===== config.mk =====
export PLATFORM = sky130hd
export DESIGN_NAME = antialiased_line_rasterizer_core
export DESIGN_NICKNAME = d
export VERILOG_FILES = /design/src/design/aalr_pkg.sv /design/src/design/antialiased_line_rasterizer_core.sv /design/src/design/aalr_ctrl.sv /design/src/design/aalr_datapath.sv
export SDC_FILE = /design/constraint.sdc
export NUM_CORES = 1
export LEC_CHECK = 0
export ABC_AREA = 1
export BUFFER_PORTS_ARGS = -buffer_cell sky130_fd_sc_hd__buf_2
export CORE_MARGIN = 3
export CORE_UTILIZATION = 45
export CTS_CLUSTER_DIAMETER = 200
export DETAILED_ROUTE_END_ITERATION = 8
export HOLD_SLACK_MARGIN = 0.12
export PLACE_DENSITY_LB_ADDON = 0.08
export SYNTH_ARGS = -nofsm -noshare
export SYNTH_HDL_FRONTEND = slang
export SYNTH_HIERARCHICAL = 1
export SYNTH_SLANG_ARGS = --single-unit
export TNS_END_PERCENT = 100

===== constraint.sdc =====
create_clock -name clk -period 20.3 [get_ports clk]
set_clock_uncertainty 0.1 [all_clocks]
set_input_delay 2.03 -clock clk [delete_from_list [all_inputs] [get_ports clk]]
set_output_delay 2.03 -clock clk [all_outputs]
set_load 0.02 [all_outputs]

===== src/design/aalr_pkg.sv =====
// Shared constants, command and status types and helper functions of the line rasterizer.
`timescale 1ns / 1ps

package aalr_pkg;

  localparam int COORD_BITS = 12;
  localparam int FRAC_BITS  = 16;
  localparam int FRAME_BITS = 12;
  localparam int COLOR_BITS = 24;
  localparam int COV_BITS   = 8;

  localparam int PIX_W  = COORD_BITS + 1;
  localparam int ACC_W  = COORD_BITS + FRAC_BITS + 2;
  localparam int Q_W    = FRAC_BITS + 1;
  localparam int CNT_W  = $clog2(Q_W);
  localparam int CMP_W  = (COORD_BITS > FRAME_BITS) ? COORD_BITS : FRAME_BITS;

  localparam int IN_DATA_W  = 4 * COORD_BITS + COLOR_BITS;
  localparam int IN_TDATA_W = ((IN_DATA_W + 7) / 8) * 8;
  localparam int OUT_DATA_W  = 2 * PIX_W + COV_BITS + COLOR_BITS;
  localparam int OUT_TDATA_W = ((OUT_DATA_W + 7) / 8) * 8;

  localparam logic [COV_BITS-1:0] COV_MAX = 8'd255;

  localparam logic [FRAME_BITS-1:0] FRAME_WIDTH_RST  = 12'd800;
  localparam logic [FRAME_BITS-1:0] FRAME_HEIGHT_RST = 12'd600;

  localparam logic OP_START = 1'b0;
  localparam logic OP_STEP  = 1'b1;

  localparam logic CFG_FRAME_WIDTH  = 1'b0;
  localparam logic CFG_FRAME_HEIGHT = 1'b1;

  typedef struct packed {
    logic load_start;
    logic setup;
    logic div_step;
    logic load_pair;
    logic sel_hi;
  } cmd_t;

  typedef struct packed {
    logic step_done;
  } sts_t;

  // Magnitude of a difference of two coordinates; always fits COORD_BITS.
  function automatic logic [COORD_BITS-1:0] mag(input logic [PIX_W-1:0] v);
    logic [PIX_W-1:0] n;
    n = v[PIX_W-1] ? (~v + PIX_W'(1)) : v;
    return n[COORD_BITS-1:0];
  endfunction

  // trunc(255 * v / 2^FRAC_BITS) for v in [0, 2^FRAC_BITS].
  function automatic logic [COV_BITS-1:0] cov_of(input logic [FRAC_BITS:0] v);
    logic [FRAC_BITS+COV_BITS:0] p;
    p = (FRAC_BITS + COV_BITS + 1)'(v) * (FRAC_BITS + COV_BITS + 1)'(COV_MAX);
    return p[FRAC_BITS+COV_BITS-1:FRAC_BITS];
  endfunction

  function automatic logic in_range(input logic [PIX_W-1:0] p,
                                    input logic [FRAME_BITS-1:0] lim);
    return !p[PIX_W-1] && (CMP_W'(p[PIX_W-2:0]) < CMP_W'(lim));
  endfunction

endpackage


===== src/design/antialiased_line_rasterizer_core.sv =====
// Top level of the antialiased line rasterizer: ports, word packing and assertions.
`timescale 1ns / 1ps

// Channel  Direction  Handshake            Payload
// in_      slave      in_tvalid/in_tready  tdata: start and end points, colour; tuser: operation
// out_     master     out_tvalid/out_tready tdata: pixel, coverage, colour; tuser: flags; tlast
// cfg_     write      cfg_we               cfg_index selects frame width or height
//
// A step word is accepted and its pixel pair snapshot, then each of the two output words is
// held until the sink takes it. A start word is transposed, its endpoints are ordered, and
// the restoring slope divider then runs, which yields one quotient bit per cycle. Reset is
// synchronous and active low; it returns the block to idle with no line active and loads the
// frame size to 800 by 600. in_tready is high only while idle, so a stalled output holds the
// whole block.
module antialiased_line_rasterizer_core (
  input  logic                                clk,
  input  logic                                rst_n,
  input  logic                                in_tvalid,
  output logic                                in_tready,
  // [11:0] start_x, [23:12] start_y, [35:24] end_x, [47:36] end_y, [71:48] line_color
  input  logic [aalr_pkg::IN_TDATA_W-1:0]     in_tdata,
  // [0] operation
  input  logic                                in_tuser,
  output logic                                out_tvalid,
  input  logic                                out_tready,
  // [12:0] pixel_x, [25:13] pixel_y, [33:26] coverage, [57:34] pixel_color, rest zero
  output logic [aalr_pkg::OUT_TDATA_W-1:0]    out_tdata,
  // [0] in_frame, [1] pair_last
  output logic [1:0]                          out_tuser,
  output logic                                out_tlast,
  input  logic                                cfg_we,
  input  logic                                cfg_index,
  input  logic [aalr_pkg::FRAME_BITS-1:0]     cfg_wdata
);

  localparam int CB = aalr_pkg::COORD_BITS;

  aalr_pkg::cmd_t cmd;
  aalr_pkg::sts_t sts;

  logic [aalr_pkg::PIX_W-1:0]      pixel_x, pixel_y;
  logic [aalr_pkg::COV_BITS-1:0]   coverage;
  logic [aalr_pkg::COLOR_BITS-1:0] pixel_color;
  logic                            in_frame, pair_last, line_done;

  aalr_ctrl u_ctrl (
    .clk        (clk),
    .rst_n      (rst_n),
    .in_tvalid  (in_tvalid),
    .in_op      (in_tuser),
    .in_tready  (in_tready),
    .out_tvalid (out_tvalid),
    .out_tready (out_tready),
    .sts        (sts),
    .cmd        (cmd)
  );

  aalr_datapath u_datapath (
    .clk         (clk),
    .rst_n       (rst_n),
    .cmd         (cmd),
    .sts         (sts),
    .start_x     (in_tdata[CB-1:0]),
    .start_y     (in_tdata[2*CB-1:CB]),
    .end_x       (in_tdata[3*CB-1:2*CB]),
    .end_y       (in_tdata[4*CB-1:3*CB]),
    .line_color  (in_tdata[4*CB+aalr_pkg::COLOR_BITS-1:4*CB]),
    .cfg_we      (cfg_we),
    .cfg_index   (cfg_index),
    .cfg_wdata   (cfg_wdata),
    .pixel_x     (pixel_x),
    .pixel_y     (pixel_y),
    .coverage    (coverage),
    .pixel_color (pixel_color),
    .in_frame    (in_frame),
    .pair_last   (pair_last),
    .line_done   (line_done)
  );

  // Output word packing, first field in the lowest bits.
  assign out_tdata = aalr_pkg::OUT_TDATA_W'({pixel_color, coverage, pixel_y, pixel_x});
  assign out_tuser = {pair_last, in_frame};
  assign out_tlast = line_done;

  // The block never takes a new word while a result is on offer.
  a_one_at_a_time : assert property (@(posedge clk) disable iff (!rst_n)
    in_tready |-> !out_tvalid)
    else $error("input accepted while an output word is pending");

  // The end of a line can only be flagged on the second pixel of a pair.
  a_done_on_second : assert property (@(posedge clk) disable iff (!rst_n)
    out_tvalid && out_tlast |-> out_tuser[1])
    else $error("line end flagged on the first pixel of a pair");

  // A snapshot step is followed by the first pixel of its pair.
  a_pair_starts : assert property (@(posedge clk) disable iff (!rst_n)
    cmd.load_pair |=> out_tvalid && !out_tuser[1])
    else $error("step did not present its first pixel");

  // Once the second pixel is taken the block is idle again.
  a_back_to_idle : assert property (@(posedge clk) disable iff (!rst_n)
    out_tvalid && out_tready && out_tuser[1] |=> in_tready && !out_tvalid)
    else $error("block did not return to idle after a pixel pair");

endmodule


===== src/design/aalr_ctrl.sv =====
// Controller state machine of the line rasterizer: sequencing of setup, division and pixel pairs.
`timescale 1ns / 1ps

module aalr_ctrl (
  input  logic          clk,
  input  logic          rst_n,
  input  logic          in_tvalid,
  input  logic          in_op,
  output logic          in_tready,
  output logic          out_tvalid,
  input  logic          out_tready,
  input  aalr_pkg::sts_t sts,
  output aalr_pkg::cmd_t cmd
);

  localparam logic [2:0] S_IDLE  = 3'd0;
  localparam logic [2:0] S_ORDER = 3'd1;
  localparam logic [2:0] S_DIV   = 3'd2;
  localparam logic [2:0] S_LO    = 3'd3;
  localparam logic [2:0] S_HI    = 3'd4;

  localparam logic [aalr_pkg::CNT_W-1:0] DIV_LAST = aalr_pkg::CNT_W'(aalr_pkg::Q_W - 1);

  logic [2:0]                 state_r, state_nxt;
  logic                       active_r, active_nxt;
  logic [aalr_pkg::CNT_W-1:0] cnt_r, cnt_nxt;
  logic                       accept;

  assign accept = in_tvalid && in_tready;

  always_comb begin
    state_nxt  = state_r;
    active_nxt = active_r;
    cnt_nxt    = cnt_r;
    cmd        = '0;
    in_tready  = 1'b0;
    out_tvalid = 1'b0;
    unique case (state_r)
      S_IDLE: begin
        in_tready = 1'b1;
        if (accept) begin
          if (in_op == aalr_pkg::OP_START) begin
            cmd.load_start = 1'b1;
            active_nxt     = 1'b1;
            state_nxt      = S_ORDER;
          end else if (active_r) begin
            cmd.load_pair = 1'b1;
            if (sts.step_done) begin
              active_nxt = 1'b0;
            end
            state_nxt = S_LO;
          end
        end
      end
      S_ORDER: begin
        cmd.setup = 1'b1;
        cnt_nxt   = '0;
        state_nxt = S_DIV;
      end
      S_DIV: begin
        cmd.div_step = 1'b1;
        cnt_nxt      = cnt_r + 1'b1;
        if (cnt_r == DIV_LAST) begin
          state_nxt = S_IDLE;
        end
      end
      S_LO: begin
        out_tvalid = 1'b1;
        if (out_tready) begin
          state_nxt = S_HI;
        end
      end
      S_HI: begin
        out_tvalid = 1'b1;
        cmd.sel_hi = 1'b1;
        if (out_tready) begin
          state_nxt = S_IDLE;
        end
      end
      default: begin
        state_nxt = S_IDLE;
      end
    endcase
  end

  always_ff @(posedge clk) begin
    if (!rst_n) begin
      state_r  <= S_IDLE;
      active_r <= 1'b0;
      cnt_r    <= '0;
    end else begin
      state_r  <= state_nxt;
      active_r <= active_nxt;
      cnt_r    <= cnt_nxt;
    end
  end

endmodule


===== src/design/aalr_datapath.sv =====
// Datapath of the line rasterizer: endpoint setup, slope divider, minor accumulator and pixel pair.
`timescale 1ns / 1ps

module aalr_datapath (
  input  logic                                   clk,
  input  logic                                   rst_n,
  input  aalr_pkg::cmd_t                         cmd,
  output aalr_pkg::sts_t                         sts,
  input  logic [aalr_pkg::COORD_BITS-1:0]        start_x,
  input  logic [aalr_pkg::COORD_BITS-1:0]        start_y,
  input  logic [aalr_pkg::COORD_BITS-1:0]        end_x,
  input  logic [aalr_pkg::COORD_BITS-1:0]        end_y,
  input  logic [aalr_pkg::COLOR_BITS-1:0]        line_color,
  input  logic                                   cfg_we,
  input  logic                                   cfg_index,
  input  logic [aalr_pkg::FRAME_BITS-1:0]        cfg_wdata,
  output logic [aalr_pkg::PIX_W-1:0]             pixel_x,
  output logic [aalr_pkg::PIX_W-1:0]             pixel_y,
  output logic [aalr_pkg::COV_BITS-1:0]          coverage,
  output logic [aalr_pkg::COLOR_BITS-1:0]        pixel_color,
  output logic                                   in_frame,
  output logic                                   pair_last,
  output logic                                   line_done
);

  localparam int CB = aalr_pkg::COORD_BITS;
  localparam int FB = aalr_pkg::FRAC_BITS;
  localparam int PW = aalr_pkg::PIX_W;
  localparam int AW = aalr_pkg::ACC_W;
  localparam int QW = aalr_pkg::Q_W;

  logic [aalr_pkg::FRAME_BITS-1:0] width_r, height_r;

  // Transposed endpoints: a is the major axis, b the minor.
  logic                  steep_r;
  logic [CB-1:0]         a0_r, b0_r, a1_r, b1_r;
  logic [aalr_pkg::COLOR_BITS-1:0] color_r;
  logic [PW-1:0]         major_r, major_nxt;
  logic [CB-1:0]         major_end_r;
  logic [AW-1:0]         accum_r, accum_nxt;
  logic [CB-1:0]         dx_r;
  logic [PW-1:0]         rem_r;
  logic [QW-1:0]         q_r;
  logic                  neg_r;

  logic [PW-1:0]         px_lo_r, py_lo_r, px_hi_r, py_hi_r;
  logic [aalr_pkg::COV_BITS-1:0] cov_lo_r, cov_hi_r;
  logic                  in_lo_r, in_hi_r, done_r;

  // Start word: steep test and transposition.
  logic [PW-1:0] raw_dx, raw_dy;
  logic          steep;
  always_comb begin
    raw_dx = {end_x[CB-1], end_x} - {start_x[CB-1], start_x};
    raw_dy = {end_y[CB-1], end_y} - {start_y[CB-1], start_y};
    steep  = aalr_pkg::mag(raw_dy) > aalr_pkg::mag(raw_dx);
  end

  // Ordering and divider set-up.
  logic [PW-1:0] d_maj, d_min;
  logic          swap, dx_zero, neg;
  logic [CB-1:0] maj_first, min_first, maj_last;
  always_comb begin
    d_maj     = {a1_r[CB-1], a1_r} - {a0_r[CB-1], a0_r};
    d_min     = {b1_r[CB-1], b1_r} - {b0_r[CB-1], b0_r};
    swap      = d_maj[PW-1];
    dx_zero   = (d_maj == '0);
    neg       = swap ? (!d_min[PW-1] && (d_min != '0)) : d_min[PW-1];
    maj_first = swap ? a1_r : a0_r;
    maj_last  = swap ? a0_r : a1_r;
    min_first = swap ? b1_r : b0_r;
  end

  // One quotient bit per cycle; the remainder left after each subtraction stays below the divisor.
  logic          ge;
  logic [PW-1:0] rem_sub;
  always_comb begin
    ge      = rem_r >= {1'b0, dx_r};
    rem_sub = ge ? (rem_r - {1'b0, dx_r}) : rem_r;
  end

  // Step: pixel pair from the running minor coordinate.
  logic [PW-1:0]  lo, hi;
  logic [FB-1:0]  frac;
  logic [AW-1:0]  slope_ext;
  logic [PW-1:0]  pxl, pyl, pxh, pyh;
  always_comb begin
    lo        = accum_r[FB+PW-1:FB];
    hi        = lo + PW'(1);
    frac      = accum_r[FB-1:0];
    sts.step_done = $signed(major_r) >= $signed({major_end_r[CB-1], major_end_r});
    slope_ext = {{(AW-QW){1'b0}}, q_r};
    pxl       = steep_r ? lo : major_r;
    pyl       = steep_r ? major_r : lo;
    pxh       = steep_r ? hi : major_r;
    pyh       = steep_r ? major_r : hi;
    major_nxt = major_r + PW'(1);
    accum_nxt = neg_r ? (accum_r - slope_ext) : (accum_r + slope_ext);
  end

  always_ff @(posedge clk) begin
    if (!rst_n) begin
      width_r  <= aalr_pkg::FRAME_WIDTH_RST;
      height_r <= aalr_pkg::FRAME_HEIGHT_RST;
    end else if (cfg_we) begin
      if (cfg_index == aalr_pkg::CFG_FRAME_WIDTH) begin
        width_r <= cfg_wdata;
      end else begin
        height_r <= cfg_wdata;
      end
    end
  end

  always_ff @(posedge clk) begin
    if (cmd.load_start) begin
      steep_r <= steep;
      a0_r    <= steep ? start_y : start_x;
      b0_r    <= steep ? start_x : start_y;
      a1_r    <= steep ? end_y : end_x;
      b1_r    <= steep ? end_x : end_y;
      color_r <= line_color;
    end
    if (cmd.setup) begin
      major_r     <= {maj_first[CB-1], maj_first};
      major_end_r <= maj_last;
      accum_r     <= {{(AW-FB-CB){min_first[CB-1]}}, min_first, {FB{1'b0}}};
      neg_r       <= neg;
      q_r         <= '0;
      // Both endpoints equal: dividing one by one gives the slope 1.0.
      dx_r        <= dx_zero ? CB'(1) : aalr_pkg::mag(d_maj);
      rem_r       <= dx_zero ? PW'(1) : {1'b0, aalr_pkg::mag(d_min)};
    end
    if (cmd.div_step) begin
      q_r   <= {q_r[QW-2:0], ge};
      rem_r <= {rem_sub[CB-1:0], 1'b0};
    end
    if (cmd.load_pair) begin
      px_lo_r  <= pxl;
      py_lo_r  <= pyl;
      px_hi_r  <= pxh;
      py_hi_r  <= pyh;
      cov_lo_r <= aalr_pkg::cov_of(((FB+1)'(1) << FB) - {1'b0, frac});
      cov_hi_r <= aalr_pkg::cov_of({1'b0, frac});
      in_lo_r  <= aalr_pkg::in_range(pxl, width_r) && aalr_pkg::in_range(pyl, height_r);
      in_hi_r  <= aalr_pkg::in_range(pxh, width_r) && aalr_pkg::in_range(pyh, height_r);
      done_r   <= sts.step_done;
      if (!sts.step_done) begin
        major_r <= major_nxt;
        accum_r <= accum_nxt;
      end
    end
  end

  assign pixel_x     = cmd.sel_hi ? px_hi_r : px_lo_r;
  assign pixel_y     = cmd.sel_hi ? py_hi_r : py_lo_r;
  assign coverage    = cmd.sel_hi ? cov_hi_r : cov_lo_r;
  assign in_frame    = cmd.sel_hi ? in_hi_r : in_lo_r;
  assign pixel_color = color_r;
  assign pair_last   = cmd.sel_hi;
  assign line_done   = cmd.sel_hi && done_r;

endmodule


Word level (Yosys, flattened, before mapping). Index checks and enable logic that the tools add are counted.

Output and inout port bits: 69. Bits in registers: 275.

Multipliers: 2. Order comparisons: 7. Bitwise logic cells: 5. Eq/ne operators: 10. Mux-type cells: 56. Reduce and logical (&&, ||, !) cells: 24. Add/subtract/negate cells: 15.

Operators by type and width (number): 2-to-1 mux 12 bit (13); 2-to-1 mux 13 bit (11); 2-to-1 mux 30 bit (4); subtractor 12 x 12 -> 13 bit (4); adder 12 x 1 -> 12 bit, second input constant (4); < comparator 12 bit (4); inverter 12 bit (4); 2-to-1 mux 17 bit (2); adder 30 x 17 -> 30 bit (1); subtractor 30 x 17 -> 30 bit (1); adder 13 x 1 -> 13 bit, second input constant (2); >= comparator 13 x 12 -> 1 bit (2); multiplier 16 x 8 -> 24 bit, second input constant (1); multiplier 17 x 8 -> 24 bit, second input constant (1); 2-to-1 mux 3 bit (6); 2-to-1 mux 1 bit (17); subtractor 17 x 16 -> 17 bit, first input constant (1); one-hot mux 3 bit (5 select lines) (1); zero test 13 bit (1); nonzero test 13 bit (1); greater-than comparator 12 bit (1); subtractor 12 bit (1); one-hot mux 5 bit (2 select lines) (1); logical AND 1 bit (9); 16 further kinds (26).

Depth between registers and ports, before layout. Gate-level depths: netlist of run 1.

Depth in word-level cells: 7. Mapped depth: 30. Depth with buffers taken out: 30.

Modules after synthesis. Netlist of run 1, hierarchy kept.

By module, submodules not included: aalr_datapath (instances 1, cells an instance 3218, sequential area each 7287.0 sq um, area an instance 25406.9 sq um); aalr_ctrl (instances 1, cells an instance 92, sequential area each 180.2 sq um, area an instance 565.5 sq um); antialiased_line_rasterizer_core (instances 1, cells an instance 9, sequential area each 0.0 sq um, area an instance 63.8 sq um).

Worst setup path before layout of run 1. OpenSTA, ideal clock, no wires.

Path type: input port to flip-flop. Start: in in_tvalid. End: reg u_datapath.major_r[12]. Arrival: 8.339 ns. Setup time: 0.115 ns. Cell stages on the path: 7. Path slack: 11.746 ns. Cells stage by stage: nand2_1 -> nor3_1 -> nand4_1 -> buf_2 -> buf_4 -> o22ai_1 -> inv_1.

RTL lines: start, declared (RTL line antialiased_line_rasterizer_core.sv:18) `input logic in_tvalid,`; end signal, assigned (RTL line aalr_datapath.sv:124) `major_r <= {maj_first[CB-1], maj_first};`; end signal, assigned (RTL line aalr_datapath.sv:148) `major_r <= major_nxt;`; end, declared (RTL line aalr_datapath.sv:38) `logic [PW-1:0] major_r, major_nxt;`.

Worst setup path in the final report of run 1.
Start: reg u_datapath.accum_r[1]. End: reg u_datapath/cov_lo_r[5] in the netlist's numbering (data pin).

Cells in the longest elaborated chain, start to end: 2.

RTL lines: start, declared (RTL line aalr_datapath.sv:40) `logic [AW-1:0] accum_r, accum_nxt;`; start signal, assigned (RTL line aalr_datapath.sv:126) `accum_r <= {{(AW-FB-CB){min_first[CB-1]}}, min_first, {FB{1'b0}}};`; start signal, assigned (RTL line aalr_datapath.sv:149) `accum_r <= accum_nxt;`; subtractor 17 x 16 -> 17 bit (RTL line aalr_datapath.sv:142) `cov_lo_r <= aalr_pkg::cov_of(((FB+1)'(1) << FB) - {1'b0, frac});`; multiplier 17 x 8 -> 24 bit (RTL line aalr_pkg.sv:56) `p = (FRAC_BITS + COV_BITS + 1)'(v) * (FRAC_BITS + COV_BITS + 1)'(COV_MAX);`; end signal, assigned (RTL line aalr_datapath.sv:142); end, declared (RTL line aalr_datapath.sv:47) `logic [aalr_pkg::COV_BITS-1:0] cov_lo_r, cov_hi_r;`.

No other way between the ends. A chain may end at the register's enable or synchronous reset.

==> results of run 1 <==
[cells by family (layout without fill, tap and decap cells)]
logic type,after synthesis,count (layout),synth area share (%)
AO/OA/AOI/OAI,556,556,11.5
XOR/XNOR,150,150,5.07
adder cells (fa/ha/maj),404,404,23.3
buffers and inverters,687,844,10.3
flip-flops,274,274,28.7
multiplexers,35,35,1.51
other,1,6,0.0144
AND/OR/NAND/NOR,1212,1212,19.7
[cell type report]
cell class,instances,area (µm²),share of cell area (%)
Multi-Input combinational cell,2363,15900,55.8
Sequential cell,274,7470,26.2
Inverter,620,2330,8.16
Tap cell,756,946,3.31
Clock buffer,40,883,3.10
Timing Repair Buffer,164,848,2.97
Clock inverter,20,144,0.504
[cell usage in the layout (no fill, tap or decap), types with 34 or more instances in the layout]
master,count
xnor2_1,41
a21oi_1,226
edfxtp_1,198
nor2_1,250
nand2_1,671
dfxtp_1,76
ha_1,270
fa_1,134
xor2_1,108
mux2_2,35
nand3_1,160
inv_1,612
buf_2,153
nand4_1,42
clkbuf_16,34
o21ai_0,217
[tightest hold or removal path, stage by stage (launching register included)]
cell and delay (ps):
dfxtp_1 320, nand2_1 70, a21oi_1 50
[per-stage QoR]
stage | hold slack [ps] | setup slack [ps] | cell area (µm²) | cells | util (%)
after floorplan | 339 | 11750 | 26100 | 3324 | -
after global placement | 360 | 13900 | 27500 | 4177 | 48.4
after detailed placement | 379 | 13770 | 27500 | 4177 | 48.4
after CTS | 387 | 14170 | 28500 | 4237 | 50.2
after global routing | 406 | 13730 | 28500 | 4237 | 50.2
final | 383 | 14230 | 28500 | 4237 | 50.2
[per-layer routing]
layer / GRT usage (%) / vias to the layer above
li1: - / 11000
met1: 31.0 / 10100
met2: 39.8 / 478
met3: 2.41 / 92
met4: 7.63 / 0
met5: 0 / -
[final timing paths]
kind,start,to,slack [ps],depth (start not counted)
max reg2reg,u_datapath/accum_r[1],u_datapath/cov_lo_r[5],14230,22
max,u_datapath/accum_r[1],u_datapath/cov_lo_r[5],14230,22
min reg2reg,u_ctrl/active_r,u_ctrl/active_r,380,2
min,u_ctrl/active_r,u_ctrl/active_r,380,2
==> results.py, run 1 <==
metrics = {
    "die": {
        "ios": 160,
        "design.core.area_um2": 56800,
        "dieArea_um2": 60800,
        "core.rowCount": 87,
        "die_y_um": 247,
        "die_w_um": 247,
        "initial_utilization_pct": 45.8,
    },
    "drt": {
        "routed-wl-met3_mm": 2.71,
        "ant_nets": 0,
        "drt_iter0_drc": 1234,
        "vias_per_cell": 5.13,
        "vias": 21700,
        "wl_mm": 71.5,
        "wl_met2_mm": 33.7,
        "firstDrtPassIters": 5,
        "remaining_drc_errors": 0,
        "m1WireLength_mm": 32.8,
        "top_layer": "met4",
        "avgRoutedWirePerCell_um": 16.9,
    },
    "synth": {
        "synth_area_per_cell_um2": 7.84,
        "yosysWarnings": 6,
        "synth_cells": 3319,
        "synth_seq_area_share_pct": 28.7,
        "synth.area.top_cells": "edfxtp_1 23%, ha_1 13%, fa_1 10%, nand2_1 9.7%, inv_1 8.9%",
        "netlist_area_um2": 26000,
        "synth_ff_type": "edfxtp_1",
        "yosysMostFrequentCell": "nand2_1",
        "ys_seq_elements": 274,
        "synth_top_area_share_pct": 22.8,
        "synth_area_leader_cell": "edfxtp_1",
        "async_flop_share_pct": 0,
        "synthTopCellsByCount": "672 x nand2_1, 614 x inv_1, 270 x ha_1, 250 x nor2_1, 226 x a21oi_1",
        "synth_edf_count": 198,
        "ys_types": 54,
    },
    "clocking": {
        "clockBufferDepth": 3,
        "cts_root_buffer": "clkbuf_16",
        "clk_latency_ps": 550,
        "cts_repair_resize_count": 0,
        "numCtsBuffers": 34,
        "htreeDepth": 2,
        "holdBufCountCts": 0,
        "cts_setup_buffers": 0,
        "cts_num_sinks": 274,
        "path_clk_slew_ps": 60,
        "cts_tree": "yes",
    },
    "layout": {
        "n_antenna_cell": 0,
        "nNetsFinal": 3952,
        "area_growth_pct": 9.61,
        "drive_gt1_share_pct": 8.13,
        "fillCellCount": 5661,
        "largest_register": "u_datapath/accum_r",
        "largest_reg_flops": 29,
    },
    "sta": {
        "fin_crit_sh_pct": 29.9,
        "setup_tns_ps": 0,
        "slew_viol_final": 0,
        "clock.fmax_ghz": 0.165,
        "hold_viol": 0,
        "finalSetupViolations": 0,
        "layout_min_cycle_time_ps": 6070,
        "rsz0062_at_grt": "no",
        "max_slew_margin_pct": 35.8,
        "worst-slew-pin-transition_ps": 959,
    },
    "critical_path": {
        "critPathMaxStageDelay_ps": 580,
        "cp_slowest_cell": "fa_1",
        "cp-end-kind": "flop",
        "crit_required_ps": 20490,
        "path_common_cell": "inv_1",
        "critPathMaxFanout": 8,
        "crit_arrival_ps": 6260,
        "crit_chain": "inv_1 -> ha_1 -> nand4_1 -> inv_1 -> nand2_1 -> inv_1 -> nand4_1 -> xor2_1 -> inv_1 -> fa_1 -> fa_1 -> fa_1 -> inv_1 -> fa_1 -> inv_1 -> ha_1 -> nand2_1 -> nor4_1 -> o21ai_0 -> nand3_1 -> a21oi_1 -> xor2_1",
        "path_delay_family": "adder cells",
        "path_class": "reg2reg",
        "cp-start-kind": "flop",
        "path_buf_inv": 6,
    },
    "status": {
        "outcome": "complete, no violations",
    },
    "grt": {
        "grt_usage_pct": 23.3,
        "grt_pass1_wl_mm": 112,
        "antenna_found_initial": 0,
        "grt_max_degree": 74,
        "grt_overflow_total": 0,
        "grt_pass1_vias": 21300,
    },
    "placement": {
        "place_congestion": 0.921,
        "dp.final_hpwl_mm": 59.5,
        "port_buffers": 153,
    },
    "run": {
        "cap_violations": 0,
    },
    "min_path": {
        "hold_path.class": "reg2reg",
    },
}
Power of run 1 is not shown: default switching activity piles up to over one toggle a cycle in this logic, so the estimate is an artifact.
==> run 2, diff against run 1 <==
==> constraint.sdc (replaced) <==
create_clock -name clk -period 6.4 [get_ports clk]
set_clock_uncertainty 0.1 [all_clocks]
set_input_delay 0.64 -clock clk [delete_from_list [all_inputs] [get_ports clk]]
set_output_delay 0.64 -clock clk [all_outputs]
set_load 0.02 [all_outputs]
==> run 2 against run 1 <==
Effect of this change:
- routed wire length shrank 1.2%
- via count fell by 0.72%
- setup slack worse by 14000 ps
- die area is the same
- final cell count increased by 0.33%
==> results.py, run 2 (same netlist as run 1, synthesis figures left out) <==
metrics = {
    "sta": {
        "setup_tns_ps": 0,
        "rsz0062_at_grt": "no",
        "timing.final.ws_setup_ps": 533,
        "fin_crit_sh_pct": 91.7,
        "slew_viol_final": 0,
        "hold_viol": 0,
        "layout_min_cycle_time_ps": 5870,
        "clock.fmax_ghz": 0.170,
        "finalSetupViolations": 0,
        "max_slew_margin_pct": 30.6,
        "worst-slew-pin-transition_ps": 1040,
    },
    "critical_path": {
        "critPathMaxFanout": 7,
        "cp-end-kind": "flop",
        "crit_arrival_ps": 6030,
        "crit_required_ps": 6570,
        "path_buf_inv": 6,
        "path_class": "reg2reg",
        "path_common_cell": "inv_1",
        "crit_chain": "inv_1 -> ha_1 -> nand4_1 -> inv_1 -> nand2_1 -> inv_1 -> nand3_1 -> xor2_1 -> inv_1 -> fa_1 -> inv_1 -> fa_1 -> fa_1 -> fa_1 -> inv_1 -> ha_1 -> nand2_1 -> nor3_1 -> nor3b_1 -> nand3_1 -> o211ai_1 -> xor2_1",
        "path_delay_family": "adder cells",
        "cp_slowest_cell": "fa_1",
        "cp-start-kind": "flop",
        "critPathMaxStageDelay_ps": 560,
        "r2r-start": "u_datapath/accum_r[4]",
        "worstSetupStartpoint": "u_datapath/accum_r[4]",
    },
    "layout": {
        "seq_area_um2": 7470,
        "final_common_cell": "nand2_1",
        "largest_register": "u_datapath/accum_r",
        "largest_reg_flops": 29,
        "finalInstanceArea_um2": 28800,
        "area_growth_pct": 10.7,
        "layout_common_cells": "671 x nand2_1, 612 x inv_1, 270 x ha_1",
        "n_antenna_cell": 0,
        "fillCellCount": 5628,
        "fin_cells": 4251,
        "multi_input_area_um2": 15900,
        "drive_gt1_share_pct": 8.84,
        "nNetsFinal": 3964,
    },
    "drt": {
        "vias_per_cell": 5.07,
        "avgRoutedWirePerCell_um": 16.6,
        "firstDrtPassIters": 5,
        "drt_iter0_drc": 1226,
        "wl_mm": 70.6,
        "vias": 21600,
        "ant_nets": 0,
        "remaining_drc_errors": 0,
    },
    "clocking": {
        "numCtsBuffers": 34,
        "cts_num_sinks": 274,
        "clk_latency_ps": 540,
        "cts_tree": "yes",
        "clockBufferDepth": 3,
        "cts_root_buffer": "clkbuf_16",
        "path_clk_slew_ps": 60,
        "htreeDepth": 2,
    },
    "placement": {
        "dp.final_hpwl_mm": 59.4,
        "dp_cells": 4189,
        "postPlaceCellArea_um2": 27600,
        "port_buffers": 153,
        "dp_slack_ps": 382,
        "place_congestion": 0.956,
    },
    "die": {
        "die_y_um": 247,
        "initial_utilization_pct": 45.8,
        "die_w_um": 247,
        "ios": 160,
        "design.core.area_um2": 56800,
        "core.rowCount": 87,
        "dieArea_um2": 60800,
    },
    "grt": {
        "grt_pass1_wl_mm": 112,
        "grt_overflow_total": 0,
        "grt_usage_pct": 23.1,
        "grt_pass1_vias": 21200,
        "grt_max_degree": 77,
        "antenna_found_initial": 0,
    },
    "min_path": {
        "worstHoldStart": "in_tdata[54]",
        "hold_path.class": "in2reg",
    },
    "status": {
        "outcome": "complete, no violations",
    },
    "run": {
        "cap_violations": 0,
    },
}
## run 2: changes by cell type in the layout (fill, tap and decap cells not counted), sizes merged
| cell | delta |
|---|---|
| clkinvlp | +1 |
| buf | +12 |
| clkbuf | +3 |
| clkinv | -3 |
| bufinv | +4 |
| inv | -3 |
## run 2: per-layer routing
layer	up-vias	wire length [µm]	GRT usage (%)
met5	-	0	0
met4	0	1860	6.60
met3	88	2350	2.18
met2	413	34100	40.4
met1	10000	32300	30.5
li1	11100	-	-
## run 2: worst paths after layout
| kind | to | slack [ps] | depth (start not counted) |
|---|---|---|---|
| max | u_datapath/cov_lo_r[6] | 530 | 22 |
| min | u_datapath/pixel_color[6] | 170 | 1 |
| max reg2reg | u_datapath/cov_lo_r[6] | 530 | 22 |
| min reg2reg | u_ctrl/active_r | 390 | 2 |
## run 2: final cells by class
cell class | count | share of cell area (%)
Clock buffer | 43 | 3.28
Clock inverter | 19 | 0.877
Inverter | 620 | 8.08
Multi-Input combinational cell | 2363 | 55.3
Sequential cell | 274 | 25.9
Tap cell | 756 | 3.28
Timing Repair Buffer | 176 | 3.26
## run 2: worst register-to-register path, cell delays in order, from the launching register on
cell and delay (ps):
dfxtp_1 540, inv_1 190, ha_1 240, nand4_1 120, inv_1 70, nand2_1 100, inv_1 100, nand3_1 90
xor2_1 340, inv_1 200, fa_1 520, inv_1 70, fa_1 560, fa_1 450, fa_1 540, inv_1 40
ha_1 330, nand2_1 130, nor3_1 190, nor3b_1 280, nand3_1 100, o211ai_1 210, xor2_1 90
## run 2: what timing repair did
| item | in CTS | in global routing |
|---|---|---|
| hold buffers | 0 | 0 |
| setup buffers | 0 | 0 |
| gates resized for setup | 0 | 2 |
| setup endpoints to repair | 0 | 2 |
## run 2: metrics by stage
step | hold WS, ps | utilization [%]
after floorplan | 339 | -
after global placement | 373 | 48.6
after detailed placement | 377 | 48.6
after CTS | 136 | 50.7
after global routing | 149 | 50.7
final | 172 | 50.7
Power of run 2 is left out for the same reason.
==> run 3, diff against run 2 <==
--- a/config.mk
+++ b/config.mk
@@ -5,7 +5,6 @@
 export SDC_FILE = /design/constraint.sdc
 export NUM_CORES = 1
 export LEC_CHECK = 0
-export ABC_AREA = 1
 export BUFFER_PORTS_ARGS = -buffer_cell sky130_fd_sc_hd__buf_2
 export CORE_MARGIN = 3
 export CORE_UTILIZATION = 45
==> run 3 against run 2 <==
Effect of this change:
- die area is 7.6% lower
- highest routed layer unchanged
- sequential share of layout area is 1.9 points higher
- non-clock buffer count up 9
- count of clock-buffer cells in the layout rose by 2
==> results.py, run 3 <==
metrics = {
    "clocking": {
        "cts_root_buffer": "clkbuf_16",
        "path_clk_slew_ps": 60,
        "cts_num_sinks": 274,
        "cts_tree": "yes",
        "clockBufferDepth": 3,
        "htreeDepth": 2,
        "clk_latency_ps": 550,
        "numCtsBuffers": 34,
    },
    "placement": {
        "port_buffers": 153,
        "place_congestion": 0.868,
        "dp.final_hpwl_mm": 47.4,
    },
    "drt": {
        "drt_iter0_drc": 860,
        "vias_per_cell": 5.28,
        "wl_mm": 57.9,
        "ant_nets": 0,
        "firstDrtPassIters": 5,
        "vias": 17700,
        "remaining_drc_errors": 0,
        "avgRoutedWirePerCell_um": 17.3,
    },
    "critical_path": {
        "crit_required_ps": 6600,
        "critPathMaxFanout": 7,
        "cp-start-kind": "flop",
        "r2r_end": "u_datapath/cov_lo_r[7]",
        "r2r-start": "u_datapath/accum_r[1]",
        "rr_worst_depth": 24,
        "path_class": "reg2reg",
        "crit_arrival_ps": 6160,
        "regToRegSetupSlack_ps": 440,
        "cp-end-kind": "flop",
    },
    "min_path": {
        "holdPathEnd": "u_datapath/pixel_color[22]",
        "hold_path.class": "in2reg",
        "whs_path_depth": 1,
        "worstHoldStart": "in_tdata[70]",
    },
    "status": {
        "outcome": "complete, no violations",
    },
    "grt": {
        "grt_pass1_vias": 17700,
        "grt_util_met2_pct": 35.6,
        "top_usage_layer": "met2",
        "grt_usage_pct": 20.5,
        "grt_pass1_wl_mm": 93.1,
        "grtUsageMet3_pct": 2.47,
        "antenna_found_initial": 0,
        "met1_usage_pct": 27.5,
        "grt_overflow_total": 0,
        "grt_max_degree": 74,
    },
    "synth": {
        "synthMuxAreaShare_pct": 4.81,
        "synthSimpleGateAreaFrac_pct": 11.8,
        "synth_area_per_cell_um2": 9.66,
        "synth_top_family_by_area": "adder cells",
        "yosys.area_share.adder_pct": 25.5,
        "yosysWarnings": 6,
        "synth.area.top_cells": "edfxtp_1 25%, ha_1 14%, fa_1 11%, dfxtp_1 6.3%, inv_1 5.6%",
        "synth_seq_area_share_pct": 31.1,
        "synth-xor-area-share_pct": 6.86,
        "synth_compound_area_share_pct": 13.0,
        "synth_cells": 2483,
        "ys_types": 83,
        "synthTopCellsByCount": "355 x inv_1, 270 x ha_1, 215 x nand2_1, 198 x edfxtp_1, 154 x nor2_1",
        "synth_area_leader_cell": "edfxtp_1",
        "synth_ff_type": "edfxtp_1",
        "yosysMostFrequentCell": "inv_1",
        "async_flop_share_pct": 0,
        "netlist_area_um2": 24000,
        "ys_seq_elements": 274,
        "synth_edf_count": 198,
        "synth_top_area_share_pct": 24.8,
    },
    "die": {
        "initial_utilization_pct": 45.6,
        "ios": 160,
        "core.rowCount": 84,
        "die_y_um": 237,
        "die_w_um": 237,
        "dieArea_um2": 56100,
        "design.core.area_um2": 52700,
    },
    "sta": {
        "setup_tns_ps": 0,
        "clock.fmax_ghz": 0.168,
        "fin_crit_sh_pct": 93.1,
        "worst-slew-pin-transition_ps": 1110,
        "hold_viol": 0,
        "slew_viol_final": 0,
        "max_slew_margin_pct": 25.6,
        "layout_min_cycle_time_ps": 5960,
        "rsz0062_at_grt": "no",
        "finalSetupViolations": 0,
    },
    "layout": {
        "largest_reg_flops": 29,
        "n_antenna_cell": 0,
        "final_core_util_pct": 51.0,
        "layout_common_cells": "353 x inv_1, 270 x ha_1, 215 x nand2_1",
        "final_common_cell": "inv_1",
        "largest_register": "u_datapath/accum_r",
        "drive_gt1_share_pct": 13.9,
        "area_growth_pct": 11.9,
        "nNetsFinal": 3134,
    },
    "run": {
        "cap_violations": 0,
    },
}
run 3: cell types whose count changed in the layout (fill, tap and decap cells not counted), moves of 47 or more:
cell,delta
nor2_1,-99
xnor2_1,+87
inv_1,-259
nand3_1,-129
xor2_1,-49
nand2_1,-456
a21oi_1,-122
o21ai_0,-102
mux2_2,+47
run 3: metrics by stage:
step | area [µm²] | hold slack, ps | setup WS (ps) | instances
4_1_cts | 26800 | 135 | 275 | 3352
2_1_floorplan | 24000 | 343 | 296 | 2488
3_5_place_dp | 25600 | 359 | 274 | 3291
6_report | 26900 | 169 | 439 | 3352
3_3_place_gp | 25600 | 358 | 419 | 3291
5_1_grt | 26900 | 145 | 1.51 | 3352
run 3: critical path: stages, from the launching register on:
cell,delay (ps)
dfxtp_1,300
inv_1,150
ha_1,190
and3_1,240
and3_1,260
xnor2_1,140
buf_4,180
inv_1,70
fa_1,560
fa_1,560
inv_1,50
fa_1,520
inv_1,50
fa_1,530
inv_1,40
ha_1,270
o21ai_0,160
nand2b_1,70
a21oi_1,190
a211oi_1,110
o211a_1,290
o311a_1,310
o21a_1,190
nor2_1,110
xnor2_1,70
run 3: final cells by class:
type                            instances  area (µm²)
Sequential cell                       274        7470
Fill cell                            4898       25800
Inverter                              356        1340
Multi-Input combinational cell       1788       15000
Timing Repair Buffer                  185        1020
Tap cell                              688         861
Clock buffer                           45         975
Clock inverter                         16         201
run 3: how the worst max path moves through the flow:
stage               depth (start not counted)                      to  slack, ps                  start
global route                               24  u_datapath/cov_lo_r[7]          2  u_datapath/accum_r[4]
floorplan                                  23  u_datapath/cov_lo_r[7]        300  u_datapath/accum_r[1]
global placement                           23  u_datapath/cov_lo_r[7]        420  u_datapath/accum_r[7]
detailed placement                         20  u_datapath/cov_lo_r[7]        270  u_datapath/accum_r[7]
finish                                     24  u_datapath/cov_lo_r[7]        440  u_datapath/accum_r[1]
CTS                                        20  u_datapath/cov_lo_r[7]        270  u_datapath/accum_r[7]
run 3: routing by layer:
metal  up-vias  wire (µm)
li1       8857          -
met5         -          0
met2       318      28200
met3        67       2080
met4         0       1120
met1      8451      26600
run 3: repair_timing:
item / in CTS / in global routing
setup endpoints to repair: 0 / 1
hold buffers: 0 / 0
resized for setup: 0 / 8
setup buffers: 0 / 0
run 3: cell families (layout without fill, tap and decap cells):
family | Yosys count | count (layout)
other | 1 | 6
flip-flops | 274 | 274
multiplexers | 105 | 105
adder cells (fa/ha/maj) | 409 | 409
buffers and inverters | 426 | 602
AO/OA/AOI/OAI | 476 | 476
AND/OR/NAND/NOR | 604 | 604
XOR/XNOR | 188 | 188
Power of run 3 is left out for the same reason.
